`src/rqd_pkg.sv`:
```
`default_nettype none
// ----------------------------------------------------------------------------
// Ready queue dispatcher package
// Shared types, codes and the rule key function for the ready queue dispatcher.
// ----------------------------------------------------------------------------
package rqd_pkg;

    localparam int DEFAULT_QUEUE_DEPTH = 16;
    localparam int KEY_W               = 32;

    typedef enum logic
    {
        CMD_INSERT   = 1'b0,
        CMD_DISPATCH = 1'b1
    } command_t;

    typedef enum logic [1:0]
    {
        STATUS_OK    = 2'd0,
        STATUS_FULL  = 2'd1,
        STATUS_EMPTY = 2'd2
    } status_t;

    // Rule codes held in rule_select. The unused codes behave as shortest time.
    localparam logic [2:0] RULE_SPT     = 3'd0;
    localparam logic [2:0] RULE_LPT     = 3'd1;
    localparam logic [2:0] RULE_MWKR    = 3'd2;
    localparam logic [2:0] RULE_MOPNR   = 3'd3;
    localparam logic [2:0] RULE_RELEASE = 3'd4;

    typedef struct packed
    {
        logic [7:0]  job;
        logic [15:0] proc_ticks;
        logic [19:0] work_left;
        logic [7:0]  ops_left;
        logic [31:0] rel_ticks;
    } entry_t;

    typedef enum logic [2:0]
    {
        ST_IDLE,
        ST_EXEC,
        ST_SCAN,
        ST_SCAN_END,
        ST_SHIFT,
        ST_RESP
    } state_t;

    // Commands from the controller to the datapath.
    typedef struct packed
    {
        logic load;
        logic ins_write;
        logic rep_full;
        logic rep_empty;
        logic scan_start;
        logic scan_read;
        logic shift_init;
        logic shift_read;
        logic finish;
    } cmd_t;

    // Status from the datapath to the controller.
    typedef struct packed
    {
        logic is_dispatch;
        logic empty;
        logic full;
        logic scan_last;
        logic shift_more;
    } stat_t;

    // Every rule is mapped to a key where the strictly smaller key wins.
    // A "largest wins" rule uses the inverted field.
    function automatic logic [KEY_W-1:0] rule_key(input logic [2:0] rule, input entry_t e);
        logic [KEY_W-1:0] key;
        begin
            unique case (rule)
                RULE_LPT:     key = KEY_W'(~e.proc_ticks);
                RULE_MWKR:    key = KEY_W'(~e.work_left);
                RULE_MOPNR:   key = KEY_W'(~e.ops_left);
                RULE_RELEASE: key = e.rel_ticks;
                default:      key = KEY_W'(e.proc_ticks);
            endcase
            return key;
        end
    endfunction

endpackage
`default_nettype wire

```
`src/ready_queue_rule_dispatcher.sv`:
```
`default_nettype none
// ----------------------------------------------------------------------------
// Ready queue rule dispatcher
// Ordered ready queue of one machine with rule based dispatch.
// ----------------------------------------------------------------------------
// The block handles one command at a time. An insert appends an entry at the
// tail of the queue and returns its result. A dispatch with n entries queued
// reads every entry once through the single read port of the queue memory,
// then moves each entry behind the winner one place towards the head, one
// entry a cycle, and then returns its result. A dispatch from an empty queue
// or an insert into a full one returns its result with the queue untouched.
// The next input transaction is taken once the result transaction has
// completed. The rule register may be written at any time the block is idle;
// cfg_ready is always high.
// ----------------------------------------------------------------------------
module ready_queue_rule_dispatcher
#(
    parameter int QUEUE_DEPTH = rqd_pkg::DEFAULT_QUEUE_DEPTH
)
(
    input  wire logic        clk,
    input  wire logic        rst_n,
    // Configuration channel: rule_select
    input  wire logic        cfg_valid,
    output logic             cfg_ready,
    input  wire logic [2:0]  cfg_data,
    // Command channel
    input  wire logic        in_valid,
    output logic             in_ready,
    input  wire logic        command,
    input  wire logic [7:0]  in_job,
    input  wire logic [15:0] in_proc_time,
    input  wire logic [19:0] in_work_left,
    input  wire logic [7:0]  in_ops_left,
    input  wire logic [31:0] in_release,
    // Result channel
    output logic             out_valid,
    input  wire logic        out_ready,
    output logic [1:0]       status,
    output logic             picked_valid,
    output logic [7:0]       picked_job,
    output logic [15:0]      picked_proc_time,
    output logic [4:0]       queue_level
);
    import rqd_pkg::*;

    cmd_t  cmd;
    stat_t stat;

    // The rule register is a plain register, so a write is always taken.
    assign cfg_ready = 1'b1;

    // The controller steps each command through execute, scan and compaction.
    rqd_ctrl u_ctrl
    (
        .clk       (clk),
        .rst_n     (rst_n),
        .in_valid  (in_valid),
        .in_ready  (in_ready),
        .out_valid (out_valid),
        .out_ready (out_ready),
        .stat      (stat),
        .cmd       (cmd)
    );

    // The datapath holds the queue memory, the rule compare and the results.
    rqd_datapath
    #(
        .QUEUE_DEPTH (QUEUE_DEPTH)
    )
    u_datapath
    (
        .clk              (clk),
        .rst_n            (rst_n),
        .cmd              (cmd),
        .stat             (stat),
        .cfg_write        (cfg_valid && cfg_ready),
        .cfg_data         (cfg_data),
        .command          (command),
        .in_job           (in_job),
        .in_proc_time     (in_proc_time),
        .in_work_left     (in_work_left),
        .in_ops_left      (in_ops_left),
        .in_release       (in_release),
        .status           (status),
        .picked_valid     (picked_valid),
        .picked_job       (picked_job),
        .picked_proc_time (picked_proc_time),
        .queue_level      (queue_level)
    );

endmodule
`default_nettype wire

```
`src/rqd_ctrl.sv`:
```
`default_nettype none
// ----------------------------------------------------------------------------
// Ready queue dispatcher controller
// Sequences insert, scan and compaction steps and runs both handshakes.
// ----------------------------------------------------------------------------
module rqd_ctrl
(
    input  wire logic          clk,
    input  wire logic          rst_n,
    input  wire logic          in_valid,
    output logic               in_ready,
    output logic               out_valid,
    input  wire logic          out_ready,
    input  wire rqd_pkg::stat_t stat,
    output rqd_pkg::cmd_t      cmd
);
    import rqd_pkg::*;

    state_t state_reg;
    state_t state_next;

    always_ff @(posedge clk or negedge rst_n)
    begin
        if (!rst_n)
        begin
            state_reg <= ST_IDLE;
        end
        else
        begin
            state_reg <= state_next;
        end
    end

    always_comb
    begin
        state_next = state_reg;
        cmd        = '0;
        in_ready   = 1'b0;
        out_valid  = 1'b0;
        unique case (state_reg)
            ST_IDLE:
            begin
                in_ready = 1'b1;
                if (in_valid)
                begin
                    cmd.load   = 1'b1;
                    state_next = ST_EXEC;
                end
            end
            ST_EXEC:
            begin
                if (!stat.is_dispatch)
                begin
                    if (stat.full)
                    begin
                        cmd.rep_full = 1'b1;
                    end
                    else
                    begin
                        cmd.ins_write = 1'b1;
                    end
                    state_next = ST_RESP;
                end
                else if (stat.empty)
                begin
                    cmd.rep_empty = 1'b1;
                    state_next    = ST_RESP;
                end
                else
                begin
                    cmd.scan_start = 1'b1;
                    state_next     = ST_SCAN;
                end
            end
            ST_SCAN:
            begin
                cmd.scan_read = 1'b1;
                if (stat.scan_last)
                begin
                    state_next = ST_SCAN_END;
                end
            end
            ST_SCAN_END:
            begin
                cmd.shift_init = 1'b1;
                state_next     = ST_SHIFT;
            end
            ST_SHIFT:
            begin
                if (stat.shift_more)
                begin
                    cmd.shift_read = 1'b1;
                end
                else
                begin
                    cmd.finish = 1'b1;
                    state_next = ST_RESP;
                end
            end
            ST_RESP:
            begin
                out_valid = 1'b1;
                if (out_ready)
                begin
                    state_next = ST_IDLE;
                end
            end
            default:
            begin
                state_next = ST_IDLE;
            end
        endcase
    end

endmodule
`default_nettype wire

```
`src/rqd_datapath.sv`:
```
`default_nettype none
// ----------------------------------------------------------------------------
// Ready queue dispatcher datapath
// Queue memory, fill count, rule comparison and result registers.
// ----------------------------------------------------------------------------
module rqd_datapath
#(
    parameter int QUEUE_DEPTH = rqd_pkg::DEFAULT_QUEUE_DEPTH
)
(
    input  wire logic            clk,
    input  wire logic            rst_n,
    input  wire rqd_pkg::cmd_t   cmd,
    output rqd_pkg::stat_t       stat,
    input  wire logic            cfg_write,
    input  wire logic [2:0]      cfg_data,
    input  wire logic            command,
    input  wire logic [7:0]      in_job,
    input  wire logic [15:0]     in_proc_time,
    input  wire logic [19:0]     in_work_left,
    input  wire logic [7:0]      in_ops_left,
    input  wire logic [31:0]     in_release,
    output logic [1:0]           status,
    output logic                 picked_valid,
    output logic [7:0]           picked_job,
    output logic [15:0]          picked_proc_time,
    output logic [4:0]           queue_level
);
    import rqd_pkg::*;

    localparam int IDX_W   = $clog2(QUEUE_DEPTH);
    localparam int CNT_W   = $clog2(QUEUE_DEPTH + 1);
    localparam int LEVEL_W = (CNT_W > 5) ? CNT_W : 5;

    entry_t mem [QUEUE_DEPTH];

    logic [2:0]       rule_reg;
    logic [CNT_W-1:0] fill_reg;
    logic [CNT_W-1:0] rd_idx_reg;
    logic [IDX_W-1:0] wr_idx_reg;
    entry_t           rd_data_reg;
    logic             cmp_pend_reg;
    logic [IDX_W-1:0] cmp_idx_reg;
    logic             sh_pend_reg;
    logic [KEY_W-1:0] best_key_reg;
    logic [IDX_W-1:0] best_idx_reg;
    logic [7:0]       best_job_reg;
    logic [15:0]      best_proc_reg;
    logic             item_cmd_reg;
    entry_t           item_reg;
    status_t          status_reg;
    logic             picked_valid_reg;
    logic [7:0]       picked_job_reg;
    logic [15:0]      picked_proc_reg;

    logic [KEY_W-1:0] cand_key;
    logic             take;
    logic [IDX_W-1:0] best_idx_next;
    logic             mem_we;
    logic [IDX_W-1:0] mem_wa;
    entry_t           mem_wd;
    logic             mem_re;
    logic [CNT_W-1:0] rd_idx_plus;
    logic [LEVEL_W-1:0] level_wide;

    assign cand_key      = rule_key(rule_reg, rd_data_reg);
    assign take          = cmp_pend_reg && ((cmp_idx_reg == '0) || (cand_key < best_key_reg));
    assign best_idx_next = take ? cmp_idx_reg : best_idx_reg;
    assign rd_idx_plus   = rd_idx_reg + CNT_W'(1);

    assign stat.is_dispatch = (item_cmd_reg == CMD_DISPATCH);
    assign stat.empty       = (fill_reg == '0);
    assign stat.full        = (fill_reg == CNT_W'(QUEUE_DEPTH));
    assign stat.scan_last   = (rd_idx_plus == fill_reg);
    assign stat.shift_more  = (rd_idx_reg < fill_reg);

    assign mem_we = cmd.ins_write || sh_pend_reg;
    assign mem_wa = cmd.ins_write ? fill_reg[IDX_W-1:0] : wr_idx_reg;
    assign mem_wd = cmd.ins_write ? item_reg : rd_data_reg;
    assign mem_re = cmd.scan_read || cmd.shift_read;

    // Queue storage: one write and one registered read per cycle.
    always_ff @(posedge clk)
    begin
        if (mem_we)
        begin
            mem[mem_wa] <= mem_wd;
        end
        if (mem_re)
        begin
            rd_data_reg <= mem[rd_idx_reg[IDX_W-1:0]];
        end
    end

    always_ff @(posedge clk or negedge rst_n)
    begin
        if (!rst_n)
        begin
            rule_reg     <= RULE_SPT;
            fill_reg     <= '0;
            cmp_pend_reg <= 1'b0;
            sh_pend_reg  <= 1'b0;
        end
        else
        begin
            if (cfg_write)
            begin
                rule_reg <= cfg_data;
            end
            cmp_pend_reg <= cmd.scan_read;
            sh_pend_reg  <= cmd.shift_read;
            if (cmd.ins_write)
            begin
                fill_reg <= fill_reg + CNT_W'(1);
            end
            else if (cmd.finish)
            begin
                fill_reg <= fill_reg - CNT_W'(1);
            end
        end
    end

    always_ff @(posedge clk)
    begin
        if (cmd.load)
        begin
            item_cmd_reg        <= command;
            item_reg.job        <= in_job;
            item_reg.proc_ticks <= in_proc_time;
            item_reg.work_left  <= in_work_left;
            item_reg.ops_left   <= in_ops_left;
            item_reg.rel_ticks  <= in_release;
        end

        if (cmd.scan_start)
        begin
            rd_idx_reg <= '0;
        end
        else if (cmd.shift_init)
        begin
            rd_idx_reg <= CNT_W'(best_idx_next) + CNT_W'(1);
        end
        else if (mem_re)
        begin
            rd_idx_reg <= rd_idx_plus;
        end

        cmp_idx_reg <= rd_idx_reg[IDX_W-1:0];

        if (cmd.shift_init)
        begin
            wr_idx_reg <= best_idx_next;
        end
        else if (sh_pend_reg)
        begin
            wr_idx_reg <= wr_idx_reg + IDX_W'(1);
        end

        if (take)
        begin
            best_key_reg  <= cand_key;
            best_idx_reg  <= cmp_idx_reg;
            best_job_reg  <= rd_data_reg.job;
            best_proc_reg <= rd_data_reg.proc_ticks;
        end

        if (cmd.ins_write || cmd.rep_full || cmd.rep_empty)
        begin
            picked_valid_reg <= 1'b0;
            picked_job_reg   <= '0;
            picked_proc_reg  <= '0;
        end
        else if (cmd.finish)
        begin
            picked_valid_reg <= 1'b1;
            picked_job_reg   <= best_job_reg;
            picked_proc_reg  <= best_proc_reg;
        end

        priority if (cmd.rep_full)
        begin
            status_reg <= STATUS_FULL;
        end
        else if (cmd.rep_empty)
        begin
            status_reg <= STATUS_EMPTY;
        end
        else if (cmd.ins_write || cmd.finish)
        begin
            status_reg <= STATUS_OK;
        end
        else
        begin
            status_reg <= status_reg;
        end
    end

    assign level_wide       = LEVEL_W'(fill_reg);
    assign queue_level      = level_wide[4:0];
    assign status           = status_reg;
    assign picked_valid     = picked_valid_reg;
    assign picked_job       = picked_job_reg;
    assign picked_proc_time = picked_proc_reg;

endmodule
`default_nettype wire
```
`config.mk`:
```
export PLATFORM = sky130hd
export DESIGN_NAME = ready_queue_rule_dispatcher
export DESIGN_NICKNAME = d
export VERILOG_FILES = /design/src/rqd_pkg.sv /design/src/ready_queue_rule_dispatcher.sv /design/src/rqd_ctrl.sv /design/src/rqd_datapath.sv
export SDC_FILE = /design/constraint.sdc
export NUM_CORES = 2
export LEC_CHECK = 0
export BUFFER_PORTS_ARGS = -buffer_cell sky130_fd_sc_hd__buf_2
export CORE_UTILIZATION = 56
export CTS_CLUSTER_SIZE = 28
export DETAILED_ROUTE_END_ITERATION = 12
export GPL_ROUTABILITY_DRIVEN = 0
export PLACE_DENSITY = 0.72
export SLEW_MARGIN = 20
export SYNTH_ARGS = -nofsm -noshare
export SYNTH_HDL_FRONTEND = slang
export SYNTH_SLANG_ARGS = --single-unit
```
`constraint.sdc`:
```
create_clock -name clk -period 9.1 [get_ports clk]
set_clock_uncertainty 0.1 [all_clocks]
set_input_delay 1.365 -clock clk [delete_from_list [all_inputs] [get_ports clk]]
set_output_delay 1.365 -clock clk [all_outputs]
set_load 0.05 [all_outputs]
```
# ---- Yosys cells after proc, flatten, opt, wreduce, memory -nomap -nowiden
# Memory sizes are Yosys's and may differ from the RTL's. A register that Yosys moved wholly into a read port is not among the register bits.
# Cells that the tools add are included.
dict set report classes {
  n_addsub 5
  order_cmp 2
  eq_ne 15
  n_mux 37
  n_bitwise 3
  reduce_logical 15
}
# cell count
set op_table {}
lappend op_table {{32-bit case mux with 4 select lines} 1}
lappend op_table {{84-bit two-way mux} 1}
lappend op_table {{32-bit less-than comparator} 1}
lappend op_table {{16-bit inverter with 32-bit output} 1}
lappend op_table {{20-bit inverter with 32-bit output} 1}
lappend op_table {{8-bit inverter with 32-bit output} 1}
lappend op_table {{4-bit two-way mux} 5}
lappend op_table {{5-bit two-way mux} 4}
lappend op_table {{3-bit two-way mux} 6}
lappend op_table {{3-bit case mux with 6 select lines} 1}
lappend op_table {{1-bit two-way mux} 14}
lappend op_table {{3-bit by 2-bit equality test with 1-bit output, second input constant} 4}
lappend op_table {{5-bit by 1-bit adder with 5-bit output, second input constant} 2}
lappend op_table {{2-bit two-way mux} 5}
lappend op_table {{3-bit equality test, second input constant} 3}
lappend op_table {{2-bit != test, second input constant} 4}
lappend op_table {{2-bit nonzero test} 4}
lappend op_table {{3-bit by 1-bit equality test with 1-bit output, second input constant} 2}
lappend op_table {{1-bit logical OR} 6}
lappend op_table {{4-bit by 1-bit adder with 5-bit output, second input constant} 1}
lappend op_table {{5-bit equality test} 1}
lappend op_table {{5-bit equality test, second input constant} 1}
lappend op_table {{5-bit logical NOT} 1}
lappend op_table {{5-bit less-than comparator} 1}
lappend op_table {{other kinds (6)} 6}
dict set report word_totals {
  regBits 198
  ram_bits 1344
  input_bits 93
  out_inout_bits 35
  wordCells 100
  mem_count 1
}
# memory words word_bits read_ports rd_ports_with_merged_regs wr line
set memory_table {}
lappend memory_table {u_datapath.mem 16 84 1 1 1 rqd_datapath.sv:35} ;# entry_t mem [QUEUE_DEPTH];

# ---- Depth between registers and ports, before layout
dict set report logic_depth {
  ltp_word 8
  mapped_depth 20
  mapped_depth_nobuf 18
}

# ---- Cells and area by module
# From an unflattened synthesis, not the netlist that was laid out.
dict set report hier_totals {
  cells_unflattened 2763
  area_unflattened_um2 62725.2
}
# module instances cells_per_inst area_per_inst_um2 seq_area_each_um2
set by_module_without_submodules {}
lappend by_module_without_submodules {rqd_datapath 1 2725 62422.4 48286.3}
lappend by_module_without_submodules {rqd_ctrl 1 36 291.5 75.1}
lappend by_module_without_submodules {ready_queue_rule_dispatcher 1 2 11.3 0.0}

# ---- Least setup slack after synthesis
# OpenSTA, ideal clock, no wires.
dict set report synth_timing {
  path_kind {reg2reg}
  from {register u_datapath.fill_reg[1], in the netlist u_datapath.queue_level[1]}
  to {register u_datapath.rd_idx_reg[4]}
  arrival_time_ns 6.891
  setup_slack_ns 1.977
  stages_incl_launch_ff 11
  synth_period_minus_slack_ns 7.123
  path_cell_list {dfrtp_1 -> inv_1 -> ha_1 -> nor2b_1 -> o21a_1 -> o21ai_0 -> nand3_1 -> a21oi_1 -> nand4_1 -> mux2i_1 -> mux2i_1}
}
dict set report synth_via {
  elab_chain_cells 5
}
# element line
set synth_lines {}
lappend synth_lines {{start: declaration} rqd_datapath.sv:38} ;# logic [CNT_W-1:0] fill_reg;
lappend synth_lines {{start signal: assignment} rqd_datapath.sv:114} ;# fill_reg <= fill_reg + CNT_W'(1);
lappend synth_lines {{start signal: assignment} rqd_datapath.sv:118} ;# fill_reg <= fill_reg - CNT_W'(1);
lappend synth_lines {{5-bit less-than comparator} rqd_datapath.sv:75} ;# assign stat.shift_more = (rd_idx_reg < fill_reg);
lappend synth_lines {{1-bit two-way mux} rqd_ctrl.sv:90} ;# if (stat.shift_more)
lappend synth_lines {{2-bit two-way mux} rqd_ctrl.sv:40} ;# unique case (state_reg)
lappend synth_lines {{1-bit logical OR} rqd_datapath.sv:80} ;# assign mem_re = cmd.scan_read || cmd.shift_read;
lappend synth_lines {{net u_datapath.mem_re} rqd_datapath.sv:62} ;# logic mem_re;
lappend synth_lines {{2-bit nonzero test (no line)} -}
lappend synth_lines {{end signal: assignment} rqd_datapath.sv:141} ;# rd_idx_reg <= CNT_W'(best_idx_next) + CNT_W'(1);
lappend synth_lines {{end signal: assignment} rqd_datapath.sv:145} ;# rd_idx_reg <= rd_idx_plus;
lappend synth_lines {{end: declaration} rqd_datapath.sv:39} ;# logic [CNT_W-1:0] rd_idx_reg;
# The timed path passes the listed nets, and every way through them passes these cells.
# A chain may end at the register's enable or synchronous reset.

# ---- Worst setup path in the final report
dict set report layout_timing {
  from {register u_datapath.rule_reg[2]}
  to {register u_datapath.rd_idx_reg[2]}
}
dict set report layout_via {
  elab_chain_cells 8
}
# element line
set layout_lines {}
lappend layout_lines {{start: declaration} rqd_datapath.sv:37} ;# logic [2:0] rule_reg;
lappend layout_lines {{start signal: assignment} rqd_datapath.sv:108} ;# rule_reg <= cfg_data;
lappend layout_lines {{3-bit equality test (tied with other cells)} rqd_pkg.sv:79} ;# unique case (rule)
lappend layout_lines {{32-bit case mux with 4 select lines *} rqd_pkg.sv:79}
lappend layout_lines {{net u_datapath.cand_key[21]} rqd_datapath.sv:56} ;# logic [KEY_W-1:0] cand_key;
lappend layout_lines {{32-bit less-than comparator *} rqd_datapath.sv:67} ;# assign take = cmp_pend_reg && ((cmp_idx_reg == '0) || (cand_key < best_key_reg));
lappend layout_lines {{1-bit logical OR *} rqd_datapath.sv:67}
lappend layout_lines {{1-bit logical AND *} rqd_datapath.sv:67}
lappend layout_lines {{net u_datapath.take} rqd_datapath.sv:57} ;# logic take;
lappend layout_lines {{4-bit two-way mux *} -}
lappend layout_lines {{net u_datapath.best_idx_next[0]} rqd_datapath.sv:58} ;# logic [IDX_W-1:0] best_idx_next;
lappend layout_lines {{4-bit by 1-bit adder with 5-bit output *} rqd_datapath.sv:141}
lappend layout_lines {{5-bit two-way mux *} rqd_datapath.sv:139} ;# else if (cmd.shift_init)
# The timed path passes the listed nets; every way through them passes the cells marked *.

==> run_results.csv <==
group,metric,value,unit
timing,tightest_slew,1.16,ns
final_layout,diodes,0,
timing,finalHoldViolCount,0,
detailed_routing,vias,31000,
logic_synthesis,synth_area_per_cell,21.1,µm²
timing,rsz0062_at_grt,"no",
global_route,grt_max_degree,87,
power_and_ir_drop,peakVddDrop,0.000247,V
global_route,grt.overflow.total,0,
final_layout,final_cells,4782,
floorplanning,die_y,336,µm
final_layout,largest_reg_flops,1344,
clock_network,cts.htree.levels,4,
clock_network,cts_buffers,160,
detailed_routing,routed_wl,147000,µm
timing,period_share,65.1,%
global_route,grt_antenna_before_repair,3,
floorplanning,num_rows,122,
detailed_routing,ant_nets,0,
detailed_routing,drt_first_pass_iters,6,
timing,fmax,169,MHz
detailed_routing,drc,0,
outcome,status,"finished clean",
logic_synthesis,syn_inst,2964,
floorplanning,dieArea,0.113,mm²
job,drv_cap,0,
logic_synthesis,synth_edf_count,1573,
placed_design,pre_cts_ws,2.96,ns
logic_synthesis,yosysWarnings,0,
hold_path,hp-class,"flop to flop",
logic_synthesis,ys_seq_area_share,77.2,%
logic_synthesis,synth_top_area_share,75.4,%
timing,slew_viol_final,0,
logic_synthesis,synth_nets,3100,
detailed_routing,wire_per_inst,30.8,µm
floorplanning,initial_utilization,56.5,%
critical_path,worst_ep_required_time,9.61,ns
critical_path,cp.arrival,6.43,ns
timing,setup_violations,0,
clock_network,clockRootBuffer,"clkbuf_16",
placed_design,port_buffers,126,
logic_synthesis,dominantRegCellSynth,"edfxtp_1",
placed_design,hpwl,77400,µm
final_layout,drive_gt1_share,26.6,%
global_route,grt_pass1_wl,214000,µm
floorplanning,core_area,0.111,mm²
critical_path,path_class,"flop to flop",
logic_synthesis,synth_area,0.0626,mm²
critical_path,cp_max_fo,36,
logic_synthesis,async_flop_share,0.800,%
critical_path,startpoint_type,"flop",
placed_design,place_inst,4491,
clock_network,cts_hold_buf,0,
detailed_routing,drt-vias-per-instance,6.48,
clock_network,cts_tree,"done",
power_and_ir_drop,p_leak,22.9,nW
global_route,grt_usage,26.6,%
detailed_routing,drt-initial-drc-count,4046,
clock_network,path_clk_slew,0.07,ns
logic_synthesis,post-synth-top-count-cell,"edfxtp_1",
timing,slew_headroom,23.0,%
timing,fin_ws,3.18,ns
critical_path,critPathCaptureType,"flop",
timing,tns,0,ns
logic_synthesis,synthTopCellsByCount,"1573 x edfxtp_1, 420 x mux4_2, 344 x nand2_1",
logic_synthesis,yosys.area.top_type,"edfxtp_1",
logic_synthesis,synth_cell_types,66,
floorplanning,die_w,336,µm
logic_synthesis,synth.area.top_cells,"edfxtp_1 75%, mux4_2 15%, nand2_1 2.1%, dfxtp_1 1.3%, ha_1 0.84%",
clock_network,cts_buffer_depth,3,
clock_network,clk_latency,0.77,ns
power_and_ir_drop,power,0.0244,W
final_layout,area_delta_synth_final,12.3,%
clock_network,post_cts_buffers,0,
power_and_ir_drop,power_density,347,mW/mm²
clock_network,numClockSinks,1626,
logic_synthesis,ys_ff_latch,1626,
global_route,grt_pass1_vias,31200,
floorplanning,pin_count,128,
timing,min_period,5.92,ns
clock_network,cts_resized,0,
final_layout,nNetsFinal,3301,
path summary, 6_finish.rpt:
kind | start | endpoint | slack, ns | depth (start not counted)
worst max-delay path | u_datapath.rule_reg[2] | u_datapath.rd_idx_reg[2] | 3.18 | 17
worst min-delay path | u_datapath.rd_data_reg[82] | u_datapath.best_job_reg[6] | 0.35 | 0
worst max register to register | u_datapath.rule_reg[2] | u_datapath.rd_idx_reg[2] | 3.18 | 17
worst min register to register | u_datapath.rd_data_reg[82] | u_datapath.best_job_reg[6] | 0.35 | 0
max in group asynchronous | rst_n | u_datapath.queue_level[4] | 8.18 | 1
min in group asynchronous | rst_n | u_ctrl.state_reg[2] | 0.42 | 1
logic make-up (layout without fill, tap and decap cells):
family / after synthesis / in the layout / share of synthesized area, %
other cells: 1 / 1 / 0.00599
fa+ha+maj: 43 / 43 / 0.871
buf+inv: 189 / 519 / 1.20
flops: 1626 / 1626 / 77.2
simple gates: 468 / 468 / 3.08
compound gates: 170 / 170 / 1.76
xor+xnor: 13 / 13 / 0.182
mux: 454 / 454 / 15.7
cell type report:
type	count	area, µm²
Sequential cell	1626	48400
Fill cell	7196	40500
Multi-Input combinational cell	1149	13700
Clock buffer	195	4220
Tap cell	1488	1860
Timing Repair Buffer	181	1060
Clock inverter	96	941
Inverter	47	183
report_power, final:
part	switching (W)	internal (W)	total [W]
Sequential	0.000789	0.0107	0.0115
Combinational	0.00398	0.00244	0.00642
Clock	0.00274	0.00376	0.00650
Total	0.00751	0.0169	0.0244
layout by cell type (no fill, tap or decap), types with 13 or more instances in the layout:
cell,count
a21oi_1,66
nor2_4,17
a21o_1,15
o21ai_0,26
buf_4,54
inv_1,45
buf_2,126
nor3_1,16
ha_1,42
mux2i_1,22
bufinv_16,16
dfrtp_1,13
clkbuf_16,164
dfxtp_1,37
clkinv_2,23
mux4_2,420
nor2_1,37
nand2_1,344
clkinv_1,40
edfxtp_1,1573
clkbuf_1,31
stage by stage:
step                      hold slack [ns]  cell area, µm²  util [%]
final                               0.349           70300      63.5
after CTS                           0.348           70300      63.4
after global routing                0.379           70300      63.5
after global placement              0.344           65200      58.8
after detailed placement            0.334           65200      58.8
after floorplan                     0.252           62600         -
worst max-delay path: stages, from the launching register on:
cell and delay, ns:
dfrtp_1 0.32, buf_4 0.36, inv_1 0.42, nor3_4 0.68
a21o_1 0.25, ha_1 0.27, a211oi_1 0.24, o211ai_1 0.13
o221ai_1 0.18, and4b_1 0.20, o21ai_0 0.37, o21bai_4 0.72
mux2_4 0.37, ha_1 0.27, or2_2 0.29, a2111o_1 0.40
nand2_1 0.09, a211oi_1 0.06
metal layers:
| layer | share of wire, % | global-route usage (%) | routed length (µm) |
|---|---|---|---|
| met1 | 39 | 37.7 | 57400 |
| met2 | 49 | 42.6 | 72100 |
| met3 | 9.2 | 4.95 | 13600 |
| met4 | 2.9 | 8.69 | 4300 |
| met5 | 0 | 0 | 0 |
No activity file was read; power rests on OpenSTA's default activity.
